--- src/design/cplt_pkg.sv ---
`timescale 1ns / 1ps
`default_nettype none

package cplt_pkg;

    localparam int NUM_PACKS_DEF    = 8;
    localparam int SERIAL_BYTES_DEF = 32;
    localparam int POS_W            = 7;

    localparam logic [15:0] TIMEOUT_RESET = 16'd500;
    localparam logic [10:0] TX_BASE       = 11'h600;

    localparam logic [1:0] KIND_FRAME = 2'd0;
    localparam logic [1:0] KIND_SYNC  = 2'd1;
    localparam logic [1:0] KIND_CHECK = 2'd2;

    localparam logic [3:0] FN_PDO1 = 4'h3;
    localparam logic [3:0] FN_PDO2 = 4'h5;
    localparam logic [3:0] FN_PDO3 = 4'h7;
    localparam logic [3:0] FN_PDO4 = 4'h9;
    localparam logic [3:0] FN_SDO  = 4'hC;

    localparam logic [0:8][7:0] DEFAULT_TEXT = {
        8'h53, 8'h42, 8'h50, 8'h5F, 8'h54, 8'h45, 8'h53, 8'h54, 8'h32
    };

    typedef enum logic [1:0] {
        LINK_DOWN = 2'd0,
        LINK_AUTH = 2'd1,
        LINK_UP   = 2'd2
    } t_link;

    typedef enum logic [2:0] {
        ST_INIT,
        ST_IDLE,
        ST_READ,
        ST_CALC,
        ST_BYTES,
        ST_DONE
    } t_state;

    typedef struct packed {
        t_link              link;
        logic               pending;
        logic [31:0]        deadline;
        logic [POS_W-1:0]   wpos;
        logic [19:0]        voltage;
        logic signed [19:0] current;
        logic [7:0]         charge;
        logic [7:0]         mode;
        logic [15:0]        status;
        logic [15:0][7:0]   cells;
        logic [7:0][7:0]    temps;
    } t_rec;

    localparam t_rec REC_RESET = '{
        link:     LINK_DOWN,
        pending:  1'b0,
        deadline: 32'd0,
        wpos:     '0,
        voltage:  20'd0,
        current:  20'sd0,
        charge:   8'd0,
        mode:     8'd0,
        status:   16'd0,
        cells:    {16{8'h20}},
        temps:    {8{8'h19}}
    };

    typedef struct packed {
        logic               tx_valid;
        logic [10:0]        tx_id;
        logic               tx_length;
        logic               pack_touched;
        logic [2:0]         pack_number;
        logic [1:0]         link_state;
        logic [19:0]        pack_voltage;
        logic signed [19:0] pack_current;
        logic [7:0]         charge_percent;
        logic [7:0]         pack_mode;
        logic [15:0]        status_bits;
    } t_res;

endpackage

`default_nettype wire

--- src/design/can_pack_link_tracker.sv ---
`timescale 1ns / 1ps
`default_nettype none

// Channel   Dir  Handshake                         Carries
// s_axis    in   i_s_axis_tvalid/o_s_axis_tready   frame, sync request or timeout check
// m_axis    out  o_m_axis_tvalid/i_m_axis_tready   one result per input item
// cfg       in   i_cfg_valid/o_cfg_ready           reply_timeout_ms
//
// An item passes through four steps (accept, record read, update, result load), plus
// one serial byte step for each byte of an SDO reply, up to 8, or SERIAL_BYTES steps when a sync
// request clears the serial store, since the serial memory port writes a single byte at a time.
// After reset a pass over all NUM_PACKS*SERIAL_BYTES entries loads the serial memory;
// no item is accepted meanwhile. A new item is taken while a result waits on m_axis.

module can_pack_link_tracker #(
    parameter int NUM_PACKS    = cplt_pkg::NUM_PACKS_DEF,
    parameter int SERIAL_BYTES = cplt_pkg::SERIAL_BYTES_DEF
) (
    input  wire logic         i_clk,
    input  wire logic         i_rst_n,
    input  wire logic         i_s_axis_tvalid,
    output logic              o_s_axis_tready,
    // frame_id, frame_length, frame_data, pack_index, now_ms, zero pad
    input  wire logic [119:0] i_s_axis_tdata,
    // kind
    input  wire logic [1:0]   i_s_axis_tuser,
    output logic              o_m_axis_tvalid,
    input  wire logic         i_m_axis_tready,
    // tx_id, tx_length, pack_touched, pack_number, link_state, pack_voltage,
    // pack_current, charge_percent, pack_mode, status_bits, zero pad
    output logic [95:0]       o_m_axis_tdata,
    // tx_valid
    output logic [0:0]        o_m_axis_tuser,
    input  wire logic         i_cfg_valid,
    output logic              o_cfg_ready,
    input  wire logic [15:0]  i_cfg_data
);
    import cplt_pkg::*;

    localparam int PW        = (NUM_PACKS > 1) ? $clog2(NUM_PACKS) : 1;
    localparam int SER_DEPTH = NUM_PACKS * SERIAL_BYTES;
    localparam int SAW       = $clog2(SER_DEPTH);

    t_state r_state, n_state;

    logic [15:0]      r_timeout;
    logic [1:0]       r_kind;
    logic [3:0]       r_len;
    logic [63:0]      r_data;
    logic [31:0]      r_now;
    logic [PW-1:0]    r_addr;
    logic [2:0]       r_pnum;
    logic             r_hit;
    logic [3:0]       r_func;

    t_rec             r_rec_mem [NUM_PACKS];
    t_rec             r_rec_q;
    logic             r_rec_vld;
    logic [NUM_PACKS-1:0] r_vld_bits;

    logic [7:0]       r_ser_mem [SER_DEPTH];
    logic [SAW-1:0]   r_icnt;
    logic [POS_W-1:0] r_ioff;
    logic [SAW-1:0]   r_sbase;
    logic [POS_W-1:0] r_bleft;
    logic [POS_W-1:0] r_bpos;
    logic             r_bclr;

    t_res             r_res;
    t_res             r_out;
    logic             r_out_valid;

    logic [10:0]      in_id;
    logic [3:0]       in_len;
    logic [63:0]      in_data;
    logic [2:0]       in_pack;
    logic [31:0]      in_now;
    logic [6:0]       in_node;
    logic [3:0]       in_func;
    logic             in_node_ok;
    logic             in_func_ok;
    logic             in_hit;
    logic [PW-1:0]    in_addr;
    logic [2:0]       in_pnum;
    logic             accept;

    t_rec             rec_cur;
    t_rec             n_rec;
    t_res             calc_res;
    logic [POS_W-1:0] calc_bleft;
    logic [POS_W-1:0] calc_bpos;
    logic             calc_bclr;
    logic [3:0]       sdo_n;
    logic [POS_W-1:0] pos_sum;
    logic signed [19:0] cur_ext;

    logic             rec_we;
    logic             out_load;
    logic             ser_we;
    logic [SAW-1:0]   ser_addr;
    logic [7:0]       ser_data;

    assign in_id   = i_s_axis_tdata[10:0];
    assign in_len  = i_s_axis_tdata[14:11];
    assign in_data = i_s_axis_tdata[78:15];
    assign in_pack = i_s_axis_tdata[81:79];
    assign in_now  = i_s_axis_tdata[113:82];
    assign in_node = in_id[6:0];
    assign in_func = in_id[10:7];

    assign in_node_ok = (in_node != 7'd0) && (32'(in_node) <= 32'(NUM_PACKS));
    assign in_func_ok = (in_func == FN_PDO1) || (in_func == FN_PDO2) ||
                        (in_func == FN_PDO3) || (in_func == FN_PDO4) ||
                        (in_func == FN_SDO);

    always_comb begin
        in_hit  = 1'b0;
        in_addr = PW'(in_pack);
        in_pnum = in_pack;
        case (i_s_axis_tuser)
            KIND_FRAME: begin
                in_hit  = in_node_ok && in_func_ok;
                in_addr = PW'(in_node - 7'd1);
                in_pnum = in_node[2:0] - 3'd1;
            end
            KIND_SYNC, KIND_CHECK: begin
                in_hit = 32'(in_pack) < 32'(NUM_PACKS);
            end
            default: in_hit = 1'b0;
        endcase
    end

    assign accept = i_s_axis_tvalid && o_s_axis_tready;

    always_comb begin
        n_state = r_state;
        case (r_state)
            ST_INIT: begin
                if (r_icnt == SAW'(SER_DEPTH - 1)) n_state = ST_IDLE;
            end
            ST_IDLE: begin
                if (i_s_axis_tvalid) n_state = ST_READ;
            end
            ST_READ: n_state = ST_CALC;
            ST_CALC: begin
                n_state = (calc_bleft != '0) ? ST_BYTES : ST_DONE;
            end
            ST_BYTES: begin
                if (r_bleft == POS_W'(1)) n_state = ST_DONE;
            end
            ST_DONE: begin
                if (!r_out_valid || i_m_axis_tready) n_state = ST_IDLE;
            end
            default: n_state = ST_INIT;
        endcase
    end

    always_comb begin
        o_s_axis_tready = (r_state == ST_IDLE);
        rec_we          = (r_state == ST_CALC) && r_hit;
        out_load        = (r_state == ST_DONE) && (!r_out_valid || i_m_axis_tready);
        ser_we          = 1'b0;
        ser_addr        = r_icnt;
        ser_data        = 8'd0;
        case (r_state)
            ST_INIT: begin
                ser_we = 1'b1;
                if (r_ioff < POS_W'(9)) ser_data = DEFAULT_TEXT[r_ioff[3:0]];
            end
            ST_BYTES: begin
                ser_we   = r_bpos < POS_W'(SERIAL_BYTES);
                ser_addr = r_sbase + SAW'(r_bpos);
                ser_data = r_bclr ? 8'd0 : r_data[7:0];
            end
            default: ser_we = 1'b0;
        endcase
    end

    always_comb begin
        rec_cur    = r_rec_vld ? r_rec_q : REC_RESET;
        n_rec      = rec_cur;
        calc_res   = '0;
        calc_bleft = '0;
        calc_bpos  = '0;
        calc_bclr  = 1'b0;
        sdo_n      = (r_len > 4'd8) ? 4'd8 : r_len;
        pos_sum    = rec_cur.wpos + POS_W'(sdo_n);
        cur_ext    = {{4{r_data[31]}}, r_data[31:16]};
        case (r_kind)
            KIND_FRAME: begin
                if (r_hit && r_func == FN_SDO) begin
                    calc_bleft = POS_W'(sdo_n);
                    calc_bpos  = rec_cur.wpos;
                    if (r_len < 4'd8) begin
                        n_rec.link = LINK_UP;
                    end else begin
                        n_rec.link = LINK_AUTH;
                        n_rec.wpos = (pos_sum > POS_W'(SERIAL_BYTES)) ?
                                     POS_W'(SERIAL_BYTES) : pos_sum;
                    end
                    n_rec.pending         = 1'b0;
                    calc_res.pack_touched = 1'b1;
                end else if (r_hit && rec_cur.link == LINK_UP) begin
                    case (r_func)
                        FN_PDO1: begin
                            n_rec.voltage = ({4'd0, r_data[15:0]} << 3) +
                                            ({4'd0, r_data[15:0]} << 1);
                            n_rec.current = (cur_ext <<< 3) + (cur_ext <<< 1);
                            n_rec.charge  = r_data[39:32];
                            n_rec.mode    = r_data[47:40];
                            n_rec.status  = r_data[63:48];
                        end
                        FN_PDO2: n_rec.cells[7:0]  = r_data;
                        FN_PDO3: n_rec.cells[15:8] = r_data;
                        default: n_rec.temps       = r_data;
                    endcase
                    calc_res.pack_touched = 1'b1;
                end
            end
            KIND_SYNC: begin
                if (r_hit && !rec_cur.pending) begin
                    if (rec_cur.link == LINK_DOWN) begin
                        n_rec.wpos         = '0;
                        calc_bleft         = POS_W'(SERIAL_BYTES);
                        calc_bclr          = 1'b1;
                        calc_res.tx_length = 1'b0;
                    end else begin
                        calc_res.tx_length = 1'b1;
                    end
                    calc_res.tx_valid     = 1'b1;
                    calc_res.tx_id        = TX_BASE + 11'(r_addr) + 11'd1;
                    n_rec.pending         = 1'b1;
                    n_rec.deadline        = r_now + {16'd0, r_timeout};
                    n_rec.link            = LINK_AUTH;
                    calc_res.pack_touched = 1'b1;
                end
            end
            KIND_CHECK: begin
                if (r_hit && rec_cur.pending && rec_cur.deadline < r_now) begin
                    n_rec.pending         = 1'b0;
                    n_rec.link            = LINK_DOWN;
                    calc_res.pack_touched = 1'b1;
                end
            end
            default: calc_res = '0;
        endcase
        if (r_hit) begin
            calc_res.pack_number    = r_pnum;
            calc_res.link_state     = n_rec.link;
            calc_res.pack_voltage   = n_rec.voltage;
            calc_res.pack_current   = n_rec.current;
            calc_res.charge_percent = n_rec.charge;
            calc_res.pack_mode      = n_rec.mode;
            calc_res.status_bits    = n_rec.status;
        end
    end

    always_ff @(posedge i_clk) begin
        if (!i_rst_n) begin
            r_state     <= ST_INIT;
            r_timeout   <= TIMEOUT_RESET;
            r_vld_bits  <= '0;
            r_out_valid <= 1'b0;
            r_icnt      <= '0;
            r_ioff      <= '0;
        end else begin
            r_state <= n_state;
            if (i_cfg_valid && o_cfg_ready) r_timeout <= i_cfg_data;
            if (rec_we) r_vld_bits[r_addr] <= 1'b1;
            if (out_load) begin
                r_out_valid <= 1'b1;
            end else if (i_m_axis_tready) begin
                r_out_valid <= 1'b0;
            end
            if (r_state == ST_INIT) begin
                r_icnt <= r_icnt + SAW'(1);
                r_ioff <= (r_ioff == POS_W'(SERIAL_BYTES - 1)) ? '0 : r_ioff + POS_W'(1);
            end
        end
    end

    always_ff @(posedge i_clk) begin
        if (accept) begin
            r_kind <= i_s_axis_tuser;
            r_len  <= in_len;
            r_data <= in_data;
            r_now  <= in_now;
            r_addr <= in_addr;
            r_pnum <= in_pnum;
            r_hit  <= in_hit;
            r_func <= in_func;
        end
        if (r_state == ST_READ) r_rec_vld <= r_vld_bits[r_addr];
        if (r_state == ST_CALC) begin
            r_res   <= calc_res;
            r_bleft <= calc_bleft;
            r_bpos  <= calc_bpos;
            r_bclr  <= calc_bclr;
            r_sbase <= SAW'(r_addr * SERIAL_BYTES);
        end
        if (r_state == ST_BYTES) begin
            r_bleft <= r_bleft - POS_W'(1);
            r_bpos  <= r_bpos + POS_W'(1);
            r_data  <= {8'd0, r_data[63:8]};
        end
        if (out_load) r_out <= r_res;
    end

    always_ff @(posedge i_clk) begin
        if (rec_we) r_rec_mem[r_addr] <= n_rec;
        r_rec_q <= r_rec_mem[r_addr];
    end

    always_ff @(posedge i_clk) begin
        if (ser_we) r_ser_mem[ser_addr] <= ser_data;
    end

    assign o_cfg_ready     = 1'b1;
    assign o_m_axis_tvalid = r_out_valid;
    assign o_m_axis_tuser  = r_out.tx_valid;
    assign o_m_axis_tdata  = {6'd0, r_out.status_bits, r_out.pack_mode, r_out.charge_percent,
                              r_out.pack_current, r_out.pack_voltage, r_out.link_state,
                              r_out.pack_number, r_out.pack_touched, r_out.tx_length,
                              r_out.tx_id};

    a_no_accept_in_init: assert property (@(posedge i_clk) disable iff (!i_rst_n)
        (r_state == ST_INIT) |-> !o_s_axis_tready)
        else $error("item accepted during serial memory load");

    a_pending_auth: assert property (@(posedge i_clk) disable iff (!i_rst_n)
        (rec_we && n_rec.pending) |-> (n_rec.link == LINK_AUTH))
        else $error("pending pack not in authorizing state");

    a_wpos_range: assert property (@(posedge i_clk) disable iff (!i_rst_n)
        rec_we |-> (n_rec.wpos <= POS_W'(SERIAL_BYTES)))
        else $error("serial write position beyond store");

    a_tx_frame: assert property (@(posedge i_clk) disable iff (!i_rst_n)
        (r_out_valid && r_out.tx_valid) |->
            (r_out.pack_touched && r_out.tx_id[10:7] == FN_SDO))
        else $error("request frame without record change or with wrong id");

    a_accept_read: assert property (@(posedge i_clk) disable iff (!i_rst_n)
        accept |=> (r_state == ST_READ))
        else $error("accepted transaction did not start a record read");

endmodule

`default_nettype wire

--- config.mk ---
export PLATFORM = sky130hd
export DESIGN_NAME = can_pack_link_tracker
export DESIGN_NICKNAME = d
export VERILOG_FILES = /design/src/design/cplt_pkg.sv /design/src/design/can_pack_link_tracker.sv
export SDC_FILE = /design/constraint.sdc
export NUM_CORES = 2
export LEC_CHECK = 0
export ABC_AREA = 1
export BUFFER_PORTS_ARGS = -buffer_cell sky130_fd_sc_hd__buf_2
export CAP_MARGIN = 20
export CORE_ASPECT_RATIO = 0.9
export CORE_UTILIZATION = 55
export DETAILED_ROUTE_END_ITERATION = 8
export PLACE_DENSITY = 0.73
export SLEW_MARGIN = 30
export SYNTH_ARGS = -nofsm -noshare
export SYNTH_HDL_FRONTEND = slang
export SYNTH_SLANG_ARGS = --single-unit
--- constraint.sdc ---
create_clock -name i_clk -period 21.2 [get_ports i_clk]
set_input_delay 4.24 -clock i_clk [delete_from_list [all_inputs] [get_ports i_clk]]
set_output_delay 4.24 -clock i_clk [all_outputs]
set_load 0.05 [all_outputs]
# After elaboration in Yosys (flattened, before gate mapping)

Memory sizes are Yosys's and may differ from the RTL's. A register that Yosys moved wholly into a read port is not among the register bits.
Index checks and enable logic that the tools add are counted.
Widths: inputs -> output; s select.

Add/subtract/negate cells: 10
Order comparisons: 7
Equality and inequality tests: 25
Multiplexer cells: 51
Bitwise operators: 1
Reduce and logical (&&, ||, !) cells: 31

Operators with widths:

| operator              | count |
|---|---|
| $mux 264              | 3 |
| $mux 306              | 1 |
| $mux 64               | 3 |
| $mux 56               | 2 |
| $mux 72               | 1 |
| $mux 42               | 1 |
| $mux 7                | 6 |
| $add 19x17->20        | 2 |
| $add 32x16->32        | 1 |
| $lt 32x32->1          | 1 |
| $mux 32               | 1 |
| $mux 3                | 8 |
| $pmux 3 s6            | 1 |
| $eq 4x3->1 const B    | 4 |
| $mux 14               | 1 |
| $pmux 7 s2            | 1 |
| $reduce_bool 7->1     | 2 |
| $eq 4x4->1 const B    | 3 |
| $mux 6                | 2 |
| $pmux 6 s2            | 1 |
| $add 10x4->11 const A | 1 |
| $add 11x1->11 const B | 1 |
| $logic_and 1x1->1     | 11 |
| $mux 1                | 11 |
| 36 further kinds      | 56 |

Register bits after elaboration: 339
Memory bits (writable): 2,448
Input bits: 143
Logic and storage cells: 164
Memories: 1

Memories:

| name      | depth | width | rd ports | clocked after Yosys merged registers in | write ports | RTL line                    | source |
|---|---|---|---|---|---|---|---|
| r_rec_mem | 8     | 306   | 1        | 1                                       | 1           | can_pack_link_tracker.sv:56 | `t_rec r_rec_mem [NUM_PACKS];` |

# Longest topological paths before layout

Word-level depth: 8
Gate-level depth with buffers: 19

# Least setup slack after synthesis

Ideal clock, no wire load.

Path kind: register to register
Start point: reg r_state[1]
End point: mem r_rec_mem[2][192] (netlist bit) (enable)
Setup time: 0.839 ns
Arrival time: 14.801 ns
Slack: 5.560 ns
Stages on the path, launching flop included: 7
Clock period less this slack: 15.640 ns
Cell sequence: dfxtp_1 -> nand2_1 -> nor2_1 -> inv_1 -> nor2_1 -> inv_1 -> nor4_1

Longest elaborated chain between the ends: 4

RTL lines:

| item                         | RTL line                     | source |
|---|---|---|
| start, declared              | can_pack_link_tracker.sv:44  | `t_state r_state, n_state;` |
| start signal, assigned       | can_pack_link_tracker.sv:267 | `r_state <= n_state;` |
| $eq 3x2->1                   | can_pack_link_tracker.sv:160 | `rec_we = (r_state == ST_CALC) && r_hit;` |
| $logic_and 1x1->1            | can_pack_link_tracker.sv:160 |  |
| $mux 1                       | can_pack_link_tracker.sv:310 | `if (rec_we) r_rec_mem[r_addr] <= n_rec;` |
| $mux 1 (not written as such) | can_pack_link_tracker.sv:310 |  |
| end, declared                | can_pack_link_tracker.sv:56  |  |

No other way between the ends.

# Final worst setup path

Start point: reg r_state[0]
End point: out o_s_axis_tready

Longest elaborated chain between the ends: 1

RTL lines:

| item          | RTL line                     | source |
|---|---|---|
| $eq 3x1->1    | can_pack_link_tracker.sv:159 | `o_s_axis_tready = (r_state == ST_IDLE);` |
| end, declared | can_pack_link_tracker.sv:22  | `output logic o_s_axis_tready,` |

No other way between the ends.

==> out/metrics.yaml <==
synthesis:
  synth_top_family_by_area: "simple AND/OR/NAND/NOR gates"
  yosys.area.top_type: "edfxtp_1"
  synth_top_area_share_pct: 68.75
  ys_async_sr_fraction_pct: 0
  synth_common_cells: "edfxtp_1, nand2_1, inv_1"
  yosysWarningCount: 0
  synth_most_common_cell: "edfxtp_1"
  synth_cells: 3717
  synth.avg_cell_area_um2: 13.35
  synth_mux_area_share_pct: 0
  synth_compound_area_share_pct: 7.883
  synth_edf_count: 1136
  synth_seq_cells: 1287
  syn_area_um2: 49620
  synth-main-ff-cell: "edfxtp_1"
  synth_fa_ha_area_share_pct: 2.214
  synth_cell_types: 50
  yosysSeqAreaShare_pct: 74.84
  synthSimpleGateAreaFrac_pct: 11.05
  netlist_top_cells_area: "edfxtp_1, nand2_1, dfxtp_1, a22oi_1, ha_1"
  synth_xor_area_share_pct: 0.5119
final_layout:
  fillers: 6397
  multi_input_area_um2: 10910
  ff_latch_area_um2: 37140
  fin_util_pct: 62.70
  fin_cells: 5242
  drive_above_1_share_pct: 12.27
  antennaDiodeCount: 0
  layout.nets: 4198
  syn_to_final_growth_pct: 12.97
critical_path:
  cp.depth: 5
  crit_buf_inv: 3
  critPathKind: "reg -> out"
  cpPeakStageDelay_ns: 0.39
  cp_cell_sequence: "inv_1, nor2_1, inv_1, nor2_1, buf_2"
  endpoint_kind: "primary output"
  slowest_stage: "dfxtp_1"
  arrival_ns: 1.79
  cp_max_fo: 5
  r2r_cells: 6
  critPathLaunchType: "flop"
  crit_family: "buffers and inverters"
  critPathRequiredTime_ns: 16.96
timing:
  fmax_mhz: 165.8
  grt_setup_unrepaired: "false"
  relSlewSlack_pct: 32.20
  post-route-period-util_pct: 28.46
  hold_viol_final: 0
  worstMarginPinSlew_ns: 1.017
  slew_viol_final: 0
  tns_ns: 0
  finalCriticalPeriod_ns: 6.033
  fin_worst_skew_ns: 0.02348
  setup_viol: 0
clocking:
  htree_levels: 3
  postCtsHoldBufs: 0
  cts_made_buffers: 121
  cts_tree: "done"
  cts-resized-gates: 0
  path_clk_slew_ns: 0.06
  cts_setup_buffers: 0
  clk-insertion-delay-late_ns: 0.70
  cts_num_sinks: 1287
  clockRootBuffer: "clkbuf_16"
  clk_path_buf_depth: 3
routing:
  drt_wl_total_um: 118400
  wire_per_inst_um: 22.59
  drtAntennaViolNets: 0
  dr_total_vias: 30660
  drc: 0
  drt-initial-drc-count: 3289
  via_per_inst: 5.849
  first_pass_iters: 6
global_route:
  first_global_vias: 29270
  grt_pass1_wl_um: 176400
  antenna_found_initial: 3
  grt_max_degree: 105
  overflow: 0
  track_usage_pct: 25.61
placed_design:
  dp_cells: 5012
  place_hpwl_um: 66720
  gp_congestion: 0.8783
  portBuffers: 224
pwr:
  power-per-cell-area_nw_per_um2: 110.2
  ir_drop_mv: 0.06429
  p_leak_uw: 0.02093
hold_path:
  min_delay_path_depth: 0
  min_path_type: "reg -> reg"
die:
  start_util_pct: 55.50
  rows: 104
  dieArea_um2: 91420
  ioPinCount: 243
  die_w_um: 318.6
  die_h_um: 286.9
  core_area_um2: 89400
status:
  outcome: "complete, no violations"
job:
  cap_viol_max_count: 0
## stage by stage
step / worst slack [ns] / hold slack [ns] / cell area [µm²] / total power (µW)
6_report: 15.17 / 0.4028 / 56050 / 6175
5_1_grt: 15.00 / 0.4238 / 56050 / 6404
4_1_cts: 15.14 / 0.4090 / 56040 / 6190
3_5_place_dp: 15.25 / 0.4045 / 52040 / 4059
3_3_place_gp: 15.27 / 0.4021 / 52040 / 4036
2_1_floorplan: 5.560 / 0.4003 / 49660 / 3737
## per-layer routing
metal | vias up | routed length, µm | global-route usage (%)
li1 | 14000 | - | -
met1 | 15060 | 48740 | 36.25
met2 | 1401 | 56920 | 42.12
met3 | 200 | 9614 | 2.966
met4 | 2 | 3103 | 7.717
met5 | - | 13 | 0
## where the power goes
group	internal [µW]	leakage [µW]	switching, µW
Sequential	2980	0.0116	91.7
Clock	1230	0.00197	919
Combinational	273	0.00731	681
Total	4480	0.0209	1690
## state kept, by name, summed over array words and instances, names as in the netlist
name	cells
r_data	64
r_vld_bits	8
r_timeout	16
r_hit	1
r_icnt	8
o_m_axis_tdata	84
r_rec_mem	856
r_now	32
r_res	85
r_bleft	7
r_rec_q	107
r_pnum	3
r_func	4
r_rec_vld	1
o_m_axis_tuser	1
r_state	3
r_kind	2
r_len	4
o_m_axis_tvalid	1
## logic make-up (layout without fill, tap and decap cells)
group	after synthesis	after routing
buffers and inverters	423	772
adders and majority gates	86	86
xor gates and xnor gates	29	29
and+or+nand+nor	1316	1316
other	2	12
AOI/OAI and AO/OA	574	574
DFF	1287	1287
## layout make-up
type                    count  share of cell area [%]
repair buffers            274                   2.734
inverters                 268                   1.810
clock buffers             167                   6.090
flip-flops and latches   1287                   66.25
well taps                1166                   2.603
multi-input cells        2017                   19.46
clock inverters            63                   1.049
## worst paths after layout
| check | to | slack [ns] | start |
|---|---|---|---|
| worst max register to register | r_rec_mem[7][211] | 16.88 | r_hit |
| worst min-delay path | o_m_axis_tdata[34] | 0.40 | r_res[68] |
| worst max-delay path | o_s_axis_tready | 15.17 | r_state[0] |
| worst min register to register | o_m_axis_tdata[34] | 0.40 | r_res[68] |
## placed cells by master (no fill, tap or decap), types with 5 or more instances in the layout
cell	count
o21ai_0	122
a21oi_1	115
a31oi_1	7
nor3_4	5
nor2_4	10
bufinv_16	9
a22o_1	59
inv_2	5
clkinv_1	18
inv_1	257
clkbuf_1	27
a22oi_1	142
nor3_1	20
clkinv_2	27
nand3b_1	5
conb_1	12
clkbuf_16	123
xor2_1	19
o21a_1	5
a221oi_1	94
nand3_1	80
buf_4	45
xnor2_1	10
dfxtp_1	151
edfxtp_1	1136
nand4_1	120
clkbuf_8	17
nor2_1	186
buf_2	224
ha_1	83
a21o_1	6
nand2_1	872
Note: power is estimated with default switching activity, not from simulation.
